File: config.mk
export PLATFORM = sky130hd
export DESIGN_NAME = multitap_key_to_char
export DESIGN_NICKNAME = d
export VERILOG_FILES = /design/src/rtl/core/mtk_pkg.sv /design/src/rtl/core/mtk_decode.sv /design/src/rtl/core/multitap_key_to_char.sv
export SDC_FILE = /design/constraint.sdc
export NUM_CORES = 1
export LEC_CHECK = 0
export BUFFER_PORTS_ARGS = -buffer_cell sky130_fd_sc_hd__buf_2
export CAP_MARGIN = 40
export CELL_PAD_IN_SITES_DETAIL_PLACEMENT = 0
export CELL_PAD_IN_SITES_GLOBAL_PLACEMENT = 1
export CORE_UTILIZATION = 30
export CTS_CLUSTER_DIAMETER = 50
export DETAILED_ROUTE_END_ITERATION = 16
export PLACE_DENSITY = 0.63
export SYNTH_ARGS = -nofsm -noshare
export SYNTH_HDL_FRONTEND = slang
export SYNTH_SLANG_ARGS = --single-unit
File: constraint.sdc
create_clock -name clk -period 6.07 [get_ports clk]
set_input_delay 0.9105 -clock clk [delete_from_list [all_inputs] [get_ports clk]]
set_output_delay 0.9105 -clock clk [all_outputs]
set_load 0.005 [all_outputs]
File: src/rtl/core/mtk_pkg.sv
package mtk_pkg;

  typedef enum logic {
    OP_KEY    = 1'b0,
    OP_DELETE = 1'b1
  } op_t;

  typedef enum logic [1:0] {
    CASE_LOWER = 2'd0,
    CASE_UPPER = 2'd1,
    CASE_SMART = 2'd2,
    CASE_KEEP  = 2'd3
  } case_mode_t;

  localparam logic [1:0] CFG_CASE_MODE = 2'd0;
  localparam logic [1:0] CFG_WINDOW    = 2'd1;
  localparam logic [1:0] CFG_DEL_GAP   = 2'd2;

  localparam logic [3:0]  NO_KEY      = 4'd10;
  localparam logic [3:0]  LAST_KEY    = 4'd9;
  localparam logic [15:0] WINDOW_RST  = 16'd1000;
  localparam logic [15:0] DEL_GAP_RST = 16'd200;

  localparam logic [6:0] CH_SPACE = 7'h20;
  localparam logic [6:0] CH_DOT   = 7'h2e;
  localparam logic [6:0] CH_EXCL  = 7'h21;
  localparam logic [6:0] CH_QUES  = 7'h3f;
  localparam logic [6:0] CH_ZERO  = 7'h30;
  localparam logic [6:0] CH_NINE  = 7'h39;
  localparam logic [6:0] CH_LO_A  = 7'h61;
  localparam logic [6:0] CH_LO_Z  = 7'h7a;
  localparam logic [6:0] CH_UP_A  = 7'h41;
  localparam logic [6:0] CH_UP_Z  = 7'h5a;
  localparam logic [6:0] CASE_OFS = 7'h20;

  // symbol string length per key
  function automatic logic [2:0] sym_len(input logic [3:0] key);
    logic [2:0] n;
    case (key)
      4'd0:                 n = 3'd2;
      4'd1, 4'd7, 4'd9:     n = 3'd5;
      default:              n = 3'd4;
    endcase
    return n;
  endfunction

  // character of a key's symbol string at a given slot
  function automatic logic [6:0] sym_char(input logic [3:0] key, input logic [2:0] slot);
    logic [7:0] c;
    c = " ";
    case (key)
      4'd0: c = (slot == 3'd0) ? " " : "0";
      4'd1: case (slot)
              3'd0: c = ".";  3'd1: c = ",";  3'd2: c = "?";  3'd3: c = "!";
              default: c = "1";
            endcase
      4'd2: case (slot)
              3'd0: c = "a";  3'd1: c = "b";  3'd2: c = "c";  default: c = "2";
            endcase
      4'd3: case (slot)
              3'd0: c = "d";  3'd1: c = "e";  3'd2: c = "f";  default: c = "3";
            endcase
      4'd4: case (slot)
              3'd0: c = "g";  3'd1: c = "h";  3'd2: c = "i";  default: c = "4";
            endcase
      4'd5: case (slot)
              3'd0: c = "j";  3'd1: c = "k";  3'd2: c = "l";  default: c = "5";
            endcase
      4'd6: case (slot)
              3'd0: c = "m";  3'd1: c = "n";  3'd2: c = "o";  default: c = "6";
            endcase
      4'd7: case (slot)
              3'd0: c = "p";  3'd1: c = "q";  3'd2: c = "r";  3'd3: c = "s";
              default: c = "7";
            endcase
      4'd8: case (slot)
              3'd0: c = "t";  3'd1: c = "u";  3'd2: c = "v";  default: c = "8";
            endcase
      4'd9: case (slot)
              3'd0: c = "w";  3'd1: c = "x";  3'd2: c = "y";  3'd3: c = "z";
              default: c = "9";
            endcase
      default: c = " ";
    endcase
    return c[6:0];
  endfunction

  typedef struct packed {
    logic [3:0] key;
    logic [2:0] slot;
    logic       cycle;
    logic [7:0] pos;
    logic [6:0] back_one;
    logic [6:0] back_two;
    logic [6:0] back_three;
    case_mode_t case_mode;
  } dec_req_t;

  typedef struct packed {
    logic [6:0] code;
    logic [7:0] pos;
  } dec_res_t;

endpackage

File: src/rtl/core/mtk_decode.sv
module mtk_decode import mtk_pkg::*; (
  input  dec_req_t req,
  output dec_res_t res
);

  logic [6:0] ch;
  logic [6:0] ch_up;
  logic [6:0] ch_low;
  logic [6:0] prev;
  logic [6:0] prevprev;
  logic [7:0] pos;
  logic       is_digit;
  logic       end_mark;
  logic       step_back;

  assign ch        = sym_char(req.key, req.slot);
  assign is_digit  = (ch >= CH_ZERO) && (ch <= CH_NINE);
  assign ch_up     = ((ch >= CH_LO_A) && (ch <= CH_LO_Z)) ? ch - CASE_OFS : ch;
  assign ch_low    = ((ch >= CH_UP_A) && (ch <= CH_UP_Z)) ? ch + CASE_OFS : ch;

  // a cycling press overwrites the previous character unless already at the start
  assign step_back = req.cycle && (req.pos != 8'd0);
  assign pos       = step_back ? req.pos - 8'd1 : req.pos;
  assign prev      = step_back ? req.back_two : req.back_one;
  assign prevprev  = step_back ? req.back_three : req.back_two;
  assign end_mark  = (prevprev == CH_DOT) || (prevprev == CH_EXCL) || (prevprev == CH_QUES);

  always_comb begin
    res.pos  = pos;
    res.code = ch;
    unique case (req.case_mode)
      CASE_SMART: begin
        if (!is_digit) begin
          if (pos == 8'd0) res.code = ch_up;
          else if (pos >= 8'd2 && prev == CH_SPACE && end_mark) res.code = ch_up;
          else res.code = ch_low;
        end
      end
      CASE_UPPER: begin
        if (!is_digit) res.code = ch_up;
      end
      default: res.code = ch;
    endcase
  end

endmodule

File: src/rtl/core/multitap_key_to_char.sv
// multitap keypad decoder
// input channel: one word per key press or delete request, with a millisecond
// timestamp and the three characters before the current write position
// output channel: one result word per input word (character, overwrite flag,
// write position, delete flag); a digit above nine yields an all-zero result
// configuration: cfg_write with cfg_index 0 case mode, 1 multitap window,
// 2 delete gap; writes to index 3 are dropped
// each input word is loaded into the input register on acceptance and then into
// the result register, which drives the outputs
// throughput: one word per cycle while the receiver does not stall
// multitap and delete state is updated as each word leaves the input register,
// so back-to-back presses see each other's effect
// when out_stall is high the result register holds, the input register fills
// and in_stall rises only once both are occupied
// reset (rst_n low at a clock edge): no key remembered, times cleared, case mode
// smart, window 1000 ms, delete gap 200 ms, both registers empty
module multitap_key_to_char import mtk_pkg::*; (
  input  logic        clk,
  input  logic        rst_n,
  input  logic        cfg_write,
  input  logic [1:0]  cfg_index,
  input  logic [15:0] cfg_data,
  input  logic        in_valid,
  output logic        in_stall,
  input  logic        in_operation,
  input  logic [3:0]  in_key_digit,
  input  logic [31:0] in_timestamp,
  input  logic [7:0]  in_buffer_position,
  input  logic [6:0]  in_char_back_one,
  input  logic [6:0]  in_char_back_two,
  input  logic [6:0]  in_char_back_three,
  output logic        out_valid,
  input  logic        out_stall,
  output logic        out_char_valid,
  output logic [6:0]  out_char_code,
  output logic        out_replaces_previous,
  output logic [7:0]  out_write_position,
  output logic        out_delete_accepted
);

  case_mode_t  case_mode_r;
  logic [15:0] window_r;
  logic [15:0] del_gap_r;

  logic [3:0]  prev_key_r;
  logic [2:0]  slot_r;
  logic [31:0] press_time_r;
  logic [31:0] del_time_r;

  // input register
  logic        s1_valid_r;
  op_t         s1_op_r;
  logic [3:0]  s1_key_r;
  logic [31:0] s1_time_r;
  logic [7:0]  s1_pos_r;
  logic [6:0]  s1_b1_r;
  logic [6:0]  s1_b2_r;
  logic [6:0]  s1_b3_r;

  // result register
  logic        out_valid_r;
  logic        out_char_valid_r;
  logic [6:0]  out_code_r;
  logic        out_repl_r;
  logic [7:0]  out_pos_r;
  logic        out_del_r;

  logic        in_acc;
  logic        adv;
  logic        fire;
  logic [31:0] press_diff;
  logic [31:0] del_diff;
  logic        cycle;
  logic        key_ok;
  logic        del_ok;
  logic [2:0]  slot_inc;
  logic [2:0]  slot_nxt;
  dec_req_t    dreq;
  dec_res_t    dres;

  assign adv      = !out_valid_r || !out_stall;
  assign in_stall = s1_valid_r && !adv;
  assign in_acc   = in_valid && !in_stall;
  assign fire     = s1_valid_r && adv;

  assign press_diff = s1_time_r - press_time_r;
  assign del_diff   = s1_time_r - del_time_r;
  assign key_ok     = (s1_key_r <= LAST_KEY);
  assign del_ok     = del_diff > {16'd0, del_gap_r};
  assign cycle      = (s1_key_r == prev_key_r) && (press_diff < {16'd0, window_r});
  assign slot_inc   = slot_r + 3'd1;
  assign slot_nxt   = !cycle ? 3'd0 : (slot_inc >= sym_len(s1_key_r)) ? 3'd0 : slot_inc;

  always_comb begin
    dreq.key        = s1_key_r;
    dreq.slot       = slot_nxt;
    dreq.cycle      = cycle;
    dreq.pos        = s1_pos_r;
    dreq.back_one   = s1_b1_r;
    dreq.back_two   = s1_b2_r;
    dreq.back_three = s1_b3_r;
    dreq.case_mode  = case_mode_r;
  end

  mtk_decode u_decode (
    .req (dreq),
    .res (dres)
  );

  always_ff @(posedge clk) begin
    if (!rst_n) begin
      case_mode_r <= CASE_SMART;
      window_r    <= WINDOW_RST;
      del_gap_r   <= DEL_GAP_RST;
    end else if (cfg_write) begin
      unique case (cfg_index)
        CFG_CASE_MODE: case_mode_r <= case_mode_t'(cfg_data[1:0]);
        CFG_WINDOW:    window_r    <= cfg_data;
        CFG_DEL_GAP:   del_gap_r   <= cfg_data;
        default: ;
      endcase
    end
  end

  always_ff @(posedge clk) begin
    if (!rst_n) begin
      s1_valid_r <= 1'b0;
    end else if (in_acc) begin
      s1_valid_r <= 1'b1;
    end else if (adv) begin
      s1_valid_r <= 1'b0;
    end
  end

  always_ff @(posedge clk) begin
    if (in_acc) begin
      s1_op_r   <= op_t'(in_operation);
      s1_key_r  <= in_key_digit;
      s1_time_r <= in_timestamp;
      s1_pos_r  <= in_buffer_position;
      s1_b1_r   <= in_char_back_one;
      s1_b2_r   <= in_char_back_two;
      s1_b3_r   <= in_char_back_three;
    end
  end

  // multitap and delete state
  always_ff @(posedge clk) begin
    if (!rst_n) begin
      prev_key_r   <= NO_KEY;
      slot_r       <= 3'd0;
      press_time_r <= 32'd0;
      del_time_r   <= 32'd0;
    end else if (fire) begin
      if (s1_op_r == OP_DELETE) begin
        if (del_ok) begin
          prev_key_r <= NO_KEY;
          slot_r     <= 3'd0;
          del_time_r <= s1_time_r;
        end
      end else if (key_ok) begin
        prev_key_r   <= s1_key_r;
        slot_r       <= slot_nxt;
        press_time_r <= s1_time_r;
      end
    end
  end

  always_ff @(posedge clk) begin
    if (!rst_n) begin
      out_valid_r <= 1'b0;
    end else if (adv) begin
      out_valid_r <= s1_valid_r;
    end
  end

  always_ff @(posedge clk) begin
    if (fire) begin
      out_char_valid_r <= 1'b0;
      out_code_r       <= 7'd0;
      out_repl_r       <= 1'b0;
      out_pos_r        <= 8'd0;
      out_del_r        <= 1'b0;
      if (s1_op_r == OP_DELETE) begin
        out_del_r <= del_ok;
      end else if (key_ok) begin
        out_char_valid_r <= 1'b1;
        out_code_r       <= dres.code;
        out_repl_r       <= cycle;
        out_pos_r        <= dres.pos;
      end
    end
  end

  assign out_valid             = out_valid_r;
  assign out_char_valid        = out_char_valid_r;
  assign out_char_code         = out_code_r;
  assign out_replaces_previous = out_repl_r;
  assign out_write_position    = out_pos_r;
  assign out_delete_accepted   = out_del_r;

endmodule
==> reports/results.ini, run 1 <==
[placed_design]
port_buffers=108
routabilityCongestion=0.852
place_ws_ns=0.158
dp_hpwl_um=26700

[detailed_routing]
antenna_left=0
routedWlPerCell_um=16.2
routed_wl_um=34400
vias=10600
routed_via_density=5.03
first_iter_violations=644
dr.pass1.iters=11
drc=4

[die]
initial_core_util_pct=30.6
rows=74
ios=109
dieArea_mm2=0.0427
die_y_um=207
core_mm2=0.0411
fp.dieW_um=207

[sta]
min_period_ns=5.75
tns_ns=0
fin_skew_ns=0.0156
tightestPinTransition_ns=0.864
setup_viol=0
hold_viol_final=0
clock.fmax_ghz=0.174
slew-limit-headroom_pct=40.9
rsz0062_at_grt=no
slew_violations=0
layout_setup_ws_ns=0.316
finalCritPeriodShare_pct=94.8

[global_route]
antenna_found_initial=1
grt_pass1_vias=10200
grt_first_pass_wirelength_um=54700
gr-total-overflow=0
grtUsageTotal_pct=16.5
grt_max_degree=76

[cts]
postCtsHoldBufs=0
cts.clk_slew.worst_paths_ns=0.09
numCtsBuffers=17
cts_root_buffer=clkbuf_16
clock-sinks=191
htreeDepth=4
clockBufferDepth=2
insertion_delay_ns=0.47
cts_tree=done

[outcome]
status=finished with violations
violations=DRC

[yosys]
syn_area_mm2=0.0126
synth_top_area_share_pct=20.1
postSynthNetCount=1684
yosysUniqueCellTypes=77
netlist_top_cells_area=edfxtp_1 (20%), dfxtp_1 (17%), ha_1 (10%)
yosysTopAreaCell=edfxtp_1
yosysWarnings=0
synthMostInstantiatedCell=nand2_1
synth_flop_cell=dfxtp_1
synthTopCellsByCount=nand2_1 (263), inv_1 (129), dfxtp_1 (107)
syn_avg_cell_area_um2=8.42
async_flop_share_pct=0
syn_inst=1492
ys_seq_area_share_pct=37.1
synth-edff-count=84
ys_seq_elements=191

[hold_path]
hold_path_class=flip-flop to flip-flop

[power_and_ir_drop]
powerDensity_mw_per_mm2=226
ir_worst_vdd_uv=121
power_mw=3.24
p_leak_nw=5.33

[final_layout]
fill_cells=4317
seq_area_mm2=0.00466
multi_input_area_mm2=0.00724
nNetsFinal=1764
area_growth_pct=14.1
drive_gt1_share_pct=11.4

[worst_setup_path]
end_kind=flip-flop
worstSetupPathType=flip-flop to flip-flop
crit_path_max_fanout=6
cp.arrival_ns=6.07
critPathRequiredTime_ns=6.39
start_kind=flip-flop

[run]
maxCapViolCount=0

-- report_power, final --
group          switching [mW]  total, mW  internal (mW)
registers              0.0438       1.45           1.40
logic                   0.395      0.661          0.266
clock network           0.583       1.13          0.550
total                    1.02       3.24           2.22
-- layout make-up --
| cell class | count | area share, % |
|---|---|---|
| clock inverters | 14 | 0.986 |
| inverters | 132 | 3.45 |
| flip-flops and latches | 191 | 32.5 |
| repair buffers | 125 | 4.94 |
| well taps | 532 | 4.64 |
| diodes | 1 | 0.0174 |
| multi-input cells | 1105 | 50.5 |
| clock buffers | 18 | 2.99 |
-- cell usage in the layout, fill, tap and decap left out, types with 23 or more instances in the layout --
master and instances:
nor3_1 32, a21oi_1 102, a21boi_0 59, mux2i_1 41
buf_2 107, o21ai_0 55, a21o_1 28, dfxtp_1 107
xnor2_1 29, o21a_1 23, nand2_1 263, ha_1 100
inv_1 129, edfxtp_1 84, nor2_1 78
-- routing by layer --
metal | vias to the layer above | global-route usage, % | part of all wire, %
met5 | - | 0 | 0
met4 | 0 | 4.39 | 1.2
met3 | 28 | 2.70 | 2.8
met2 | 135 | 27.5 | 47
met1 | 5039 | 22.0 | 49
li1 | 5444 | - | -
-- registers in the layout (all words and copies together) (netlist names) --
| signal | count |
|---|---|
| out_delete_accepted | 1 |
| prev_key_r | 4 |
| s1_op_r | 1 |
| s1_valid_r | 1 |
| s1_pos_r | 8 |
| out_char_code | 7 |
| s1_b3_r | 7 |
| s1_b2_r | 7 |
| window_r | 16 |
| slot_r | 3 |
| out_replaces_previous | 1 |
| del_time_r | 32 |
| case_mode_r | 2 |
| out_write_position | 8 |
| press_time_r | 32 |
| out_char_valid | 1 |
| s1_b1_r | 7 |
| s1_time_r | 32 |
| s1_key_r | 4 |
| out_valid | 1 |
| del_gap_r | 16 |
-- stage by stage --
| step | hold WS [ns] | utilization (%) | cells | area [um^2] |
|---|---|---|---|---|
| finish | 0.458 | 34.9 | 2118 | 14300 |
| detailed placement | 0.448 | 33.3 | 2083 | 13700 |
| CTS | 0.460 | 34.7 | 2115 | 14300 |
| global placement | 0.443 | 33.3 | 2082 | 13700 |
| floorplan | 0.435 | - | 1492 | 12600 |
| global route | 0.475 | 34.9 | 2118 | 14300 |
-- logic make-up after synthesis --
group | after synthesis | share of synthesized area, %
adders and majority gates | 103 | 10.4
xor gates and xnor gates | 48 | 3.35
muxes | 42 | 3.36
AOI/OAI and AO/OA | 383 | 20.3
DFF | 191 | 37.1
and+or+nand+nor | 529 | 19.7
buffers and inverters | 196 | 5.88
-- final timing paths --
check                               startpoint               end  slack (ns)  cells after the start
worst min-delay path            del_time_r[20]    del_time_r[20]        0.46                      2
worst min register to register  del_time_r[20]    del_time_r[20]        0.46                      2
worst max register to register    s1_time_r[0]  out_char_code[5]        0.32                     20
worst max-delay path              s1_time_r[0]  out_char_code[5]        0.32                     20
-- worst max-delay path: stages (launching register included) --
cell,delay [ns]
edfxtp_1,0.38
inv_1,0.07
ha_1,0.21
fa_1,0.42
nor2b_1,0.20
o2111ai_2,0.19
a21o_1,0.25
a21o_1,0.20
nand2_1,0.10
xor2_1,0.17
ha_1,0.28
a311oi_1,0.27
nand4_1,0.21
nor4b_2,0.39
o221ai_2,0.18
a2111oi_4,0.31
nand4b_1,0.27
or4_1,0.56
a22o_1,0.25
or4b_1,0.50
a31oi_1,0.18
-- repair_timing --
item | in CTS | in global routing
setup endpoints to repair | 0 | 40
resized for setup | 0 | 10
setup buffers | 0 | 2
Power figures use the tool's default switching activity.
==> run 2: changes to the inputs <==
- CORE_UTILIZATION: 30 -> 46
- PLACE_DENSITY: 0.63 -> 0.87
==> run 2 against run 1 <==
Net effect:
- the flow now finishes without violations
- combinational power decreased by 3.2%
- core utilization increased by 18 points
- non-clock buffer count decreased by 3
- cell area decreased by 1.7%
- critical path depth decreased by 3
- global-route usage increased by 6.1 points
- clock-buffer cell count decreased by 1
- die area decreased by 34%
- first-iteration DRC count increased by 3.7%
- maximum frequency increased by 1.7%
==> reports/results.ini, run 2 (synthesis results as in run 1) <==
[cts]
htreeDepth=4  ; unchanged
cts.clk_slew.worst_paths_ns=0.08  ; about the same
cts_tree=done
clockBufferDepth=2  ; unchanged
insertion_delay_ns=0.45  ; -0.02 ns
clock-sinks=191  ; unchanged
postCtsHoldBufs=0  ; unchanged
cts_root_buffer=clkbuf_16
numCtsBuffers=17  ; unchanged

[worst_setup_path]
end_kind=flip-flop
start_kind=flip-flop
worstSetupPathType=flip-flop to flip-flop
crit_path_max_fanout=7  ; +1
critPathRequiredTime_ns=6.36  ; -0.03 ns
cp.arrival_ns=5.95  ; -0.12 ns

[power_and_ir_drop]
intPower_mw=2.23  ; +0.72%
swShare_pct=31.5  ; -0.061 points
p_leak_nw=5.33  ; about the same
ir_worst_vdd_uv=169  ; +40%
comb_power_share_pct=19.6  ; -0.8 points
pwr-share-clk_pct=36.0  ; +1.0 points
power_mw=3.26  ; +0.63%
p_sw_mw=1.03  ; +0.43%
powerDensity_mw_per_mm2=231  ; +2.4%
seqPwrFrac_pct=44.4  ; -0.2 points

[final_layout]
nNetsFinal=1761  ; -0.17%
top_regs=del_time_r x32, press_time_r x32, s1_time_r x32
area_growth_pct=12.2
fill_cells=2526  ; -41%
finalInstanceArea_mm2=0.0141  ; -1.7%
drive_gt1_share_pct=11.0  ; -0.42 points
final_common_cell=nand2_1
mostFrequentLayoutCells=nand2_1 (263), inv_1 (129), dfxtp_1 (107), buf_2 (107), a21oi_1 (103)
num_antenna_cells=0  ; -1
fin_util_pct=52.4  ; +18 points

[sta]
slew_violations=0  ; unchanged
finalCritPeriodShare_pct=93.2  ; -1.6 points
slew-limit-headroom_pct=43.0  ; +2.1 points
tightestPinTransition_ns=0.834  ; -0.0307 ns
setup_viol=0  ; unchanged
clock.fmax_ghz=0.177  ; +1.7%
fin_skew_ns=0.0155  ; -0.0000560 ns
min_period_ns=5.66  ; -0.0959 ns
hold_viol_final=0  ; unchanged
rsz0062_at_grt=yes
tns_ns=0  ; unchanged
timing.hold.ws_ns=0.460  ; +0.00195 ns

[detailed_routing]
routedWlPerCell_um=16.2  ; -0.32%
dr.pass1.iters=6  ; -5
routed_via_density=5.57  ; +11%
antenna_left=0  ; unchanged
vias=10700  ; +0.54%
first_iter_violations=668  ; +3.7%
routed_wl_um=31100  ; -9.5%
drc=0  ; -4

[global_route]
grt_max_degree=73  ; -3.9%
grtUsageTotal_pct=22.7  ; +6.1 points
grt_pass1_vias=10200  ; +0.32%
gr-total-overflow=0  ; unchanged
antenna_found_initial=0  ; -1
grt_first_pass_wirelength_um=51000  ; -6.8%

[die]
initial_core_util_pct=46.8  ; +16 points
rows=60  ; -19%
dieArea_mm2=0.0280  ; -34%
fp.dieW_um=167  ; -19%
die_y_um=167  ; -19%
ios=109  ; unchanged
core_mm2=0.0269  ; -35%

[hold_path]
hold_path_class=flip-flop to flip-flop

[placed_design]
routabilityCongestion=0.885  ; +3.9%
placed_cell_area_mm2=0.0134  ; -1.9%
dp_hpwl_um=23600  ; -11%
port_buffers=108  ; unchanged

[run]
maxCapViolCount=0  ; unchanged

[outcome]
status=finished, final reports clean

[run 2: cell type report]
type / count / area (um^2) / area share (%)
multi-input combinational: 1105 / 7200 / 51.1
sequential: 191 / 4660 / 33.1
timing repair buffer: 122 / 673 / 4.78
inverter: 132 / 495 / 3.52
tap: 341 / 427 / 3.03
clock buffer: 17 / 425 / 3.02
clock inverter: 15 / 205 / 1.46
[run 2: repair_timing]
action	CTS	global route
endpoints found under the setup margin	0	24
endpoints found under the hold margin	0	0
buffers inserted	0	1
resized for setup	0	4
[run 2: final timing paths]
check / start / endpoint / slack (ns) / depth (start not counted)
setup / recovery: s1_time_r[7] / out_char_code[5] / 0.41 / 17
hold reg to reg: del_time_r[15] / del_time_r[15] / 0.46 / 2
hold / removal: del_time_r[15] / del_time_r[15] / 0.46 / 2
setup reg to reg: s1_time_r[7] / out_char_code[5] / 0.41 / 17
[run 2: routing by layer]
layer  part of all wire, %  wire length, um  global-route usage (%)  vias to the layer above
li1                      -                -                       -                     5429
met1                    47            14500                    29.6                     4976
met2                    47            14700                    38.5                      253
met3                   4.0             1240                    3.19                       45
met4                   2.0              619                    7.14                        0
met5                     0                0                       0                        -
[run 2: worst max-delay path, stage by stage, from the launching register on]
cell,delay (ns)
edfxtp_1,0.45
ha_1,0.39
nand2_1,0.10
or3_1,0.38
a2111o_1,0.46
o21ai_1,0.22
xor2_1,0.19
ha_1,0.29
a311oi_1,0.29
nand4_1,0.16
nor4b_2,0.34
o221ai_2,0.18
a2111oi_4,0.30
nand4b_1,0.31
or4_1,0.55
a22o_1,0.25
or4b_1,0.49
a31oi_1,0.16
[run 2: stage by stage]
stage | worst slack [ns] | cells
global route | -0.0137 | 1923
global placement | 0.378 | 1889
CTS | 0.183 | 1922
floorplan | 0.728 | 1492
finish | 0.412 | 1923
detailed placement | 0.212 | 1890
[run 2: power groups by stage]
stage / Combinational, mW / Sequential [mW] / Clock, mW
finish: 0.640 / 1.45 / 1.17
global route: 0.722 / 1.45 / 1.25
CTS: 0.638 / 1.45 / 1.21
detailed placement: 0.634 / 1.48 / 0
global placement: 0.624 / 1.47 / 0
floorplan: 0.463 / 1.46 / 0
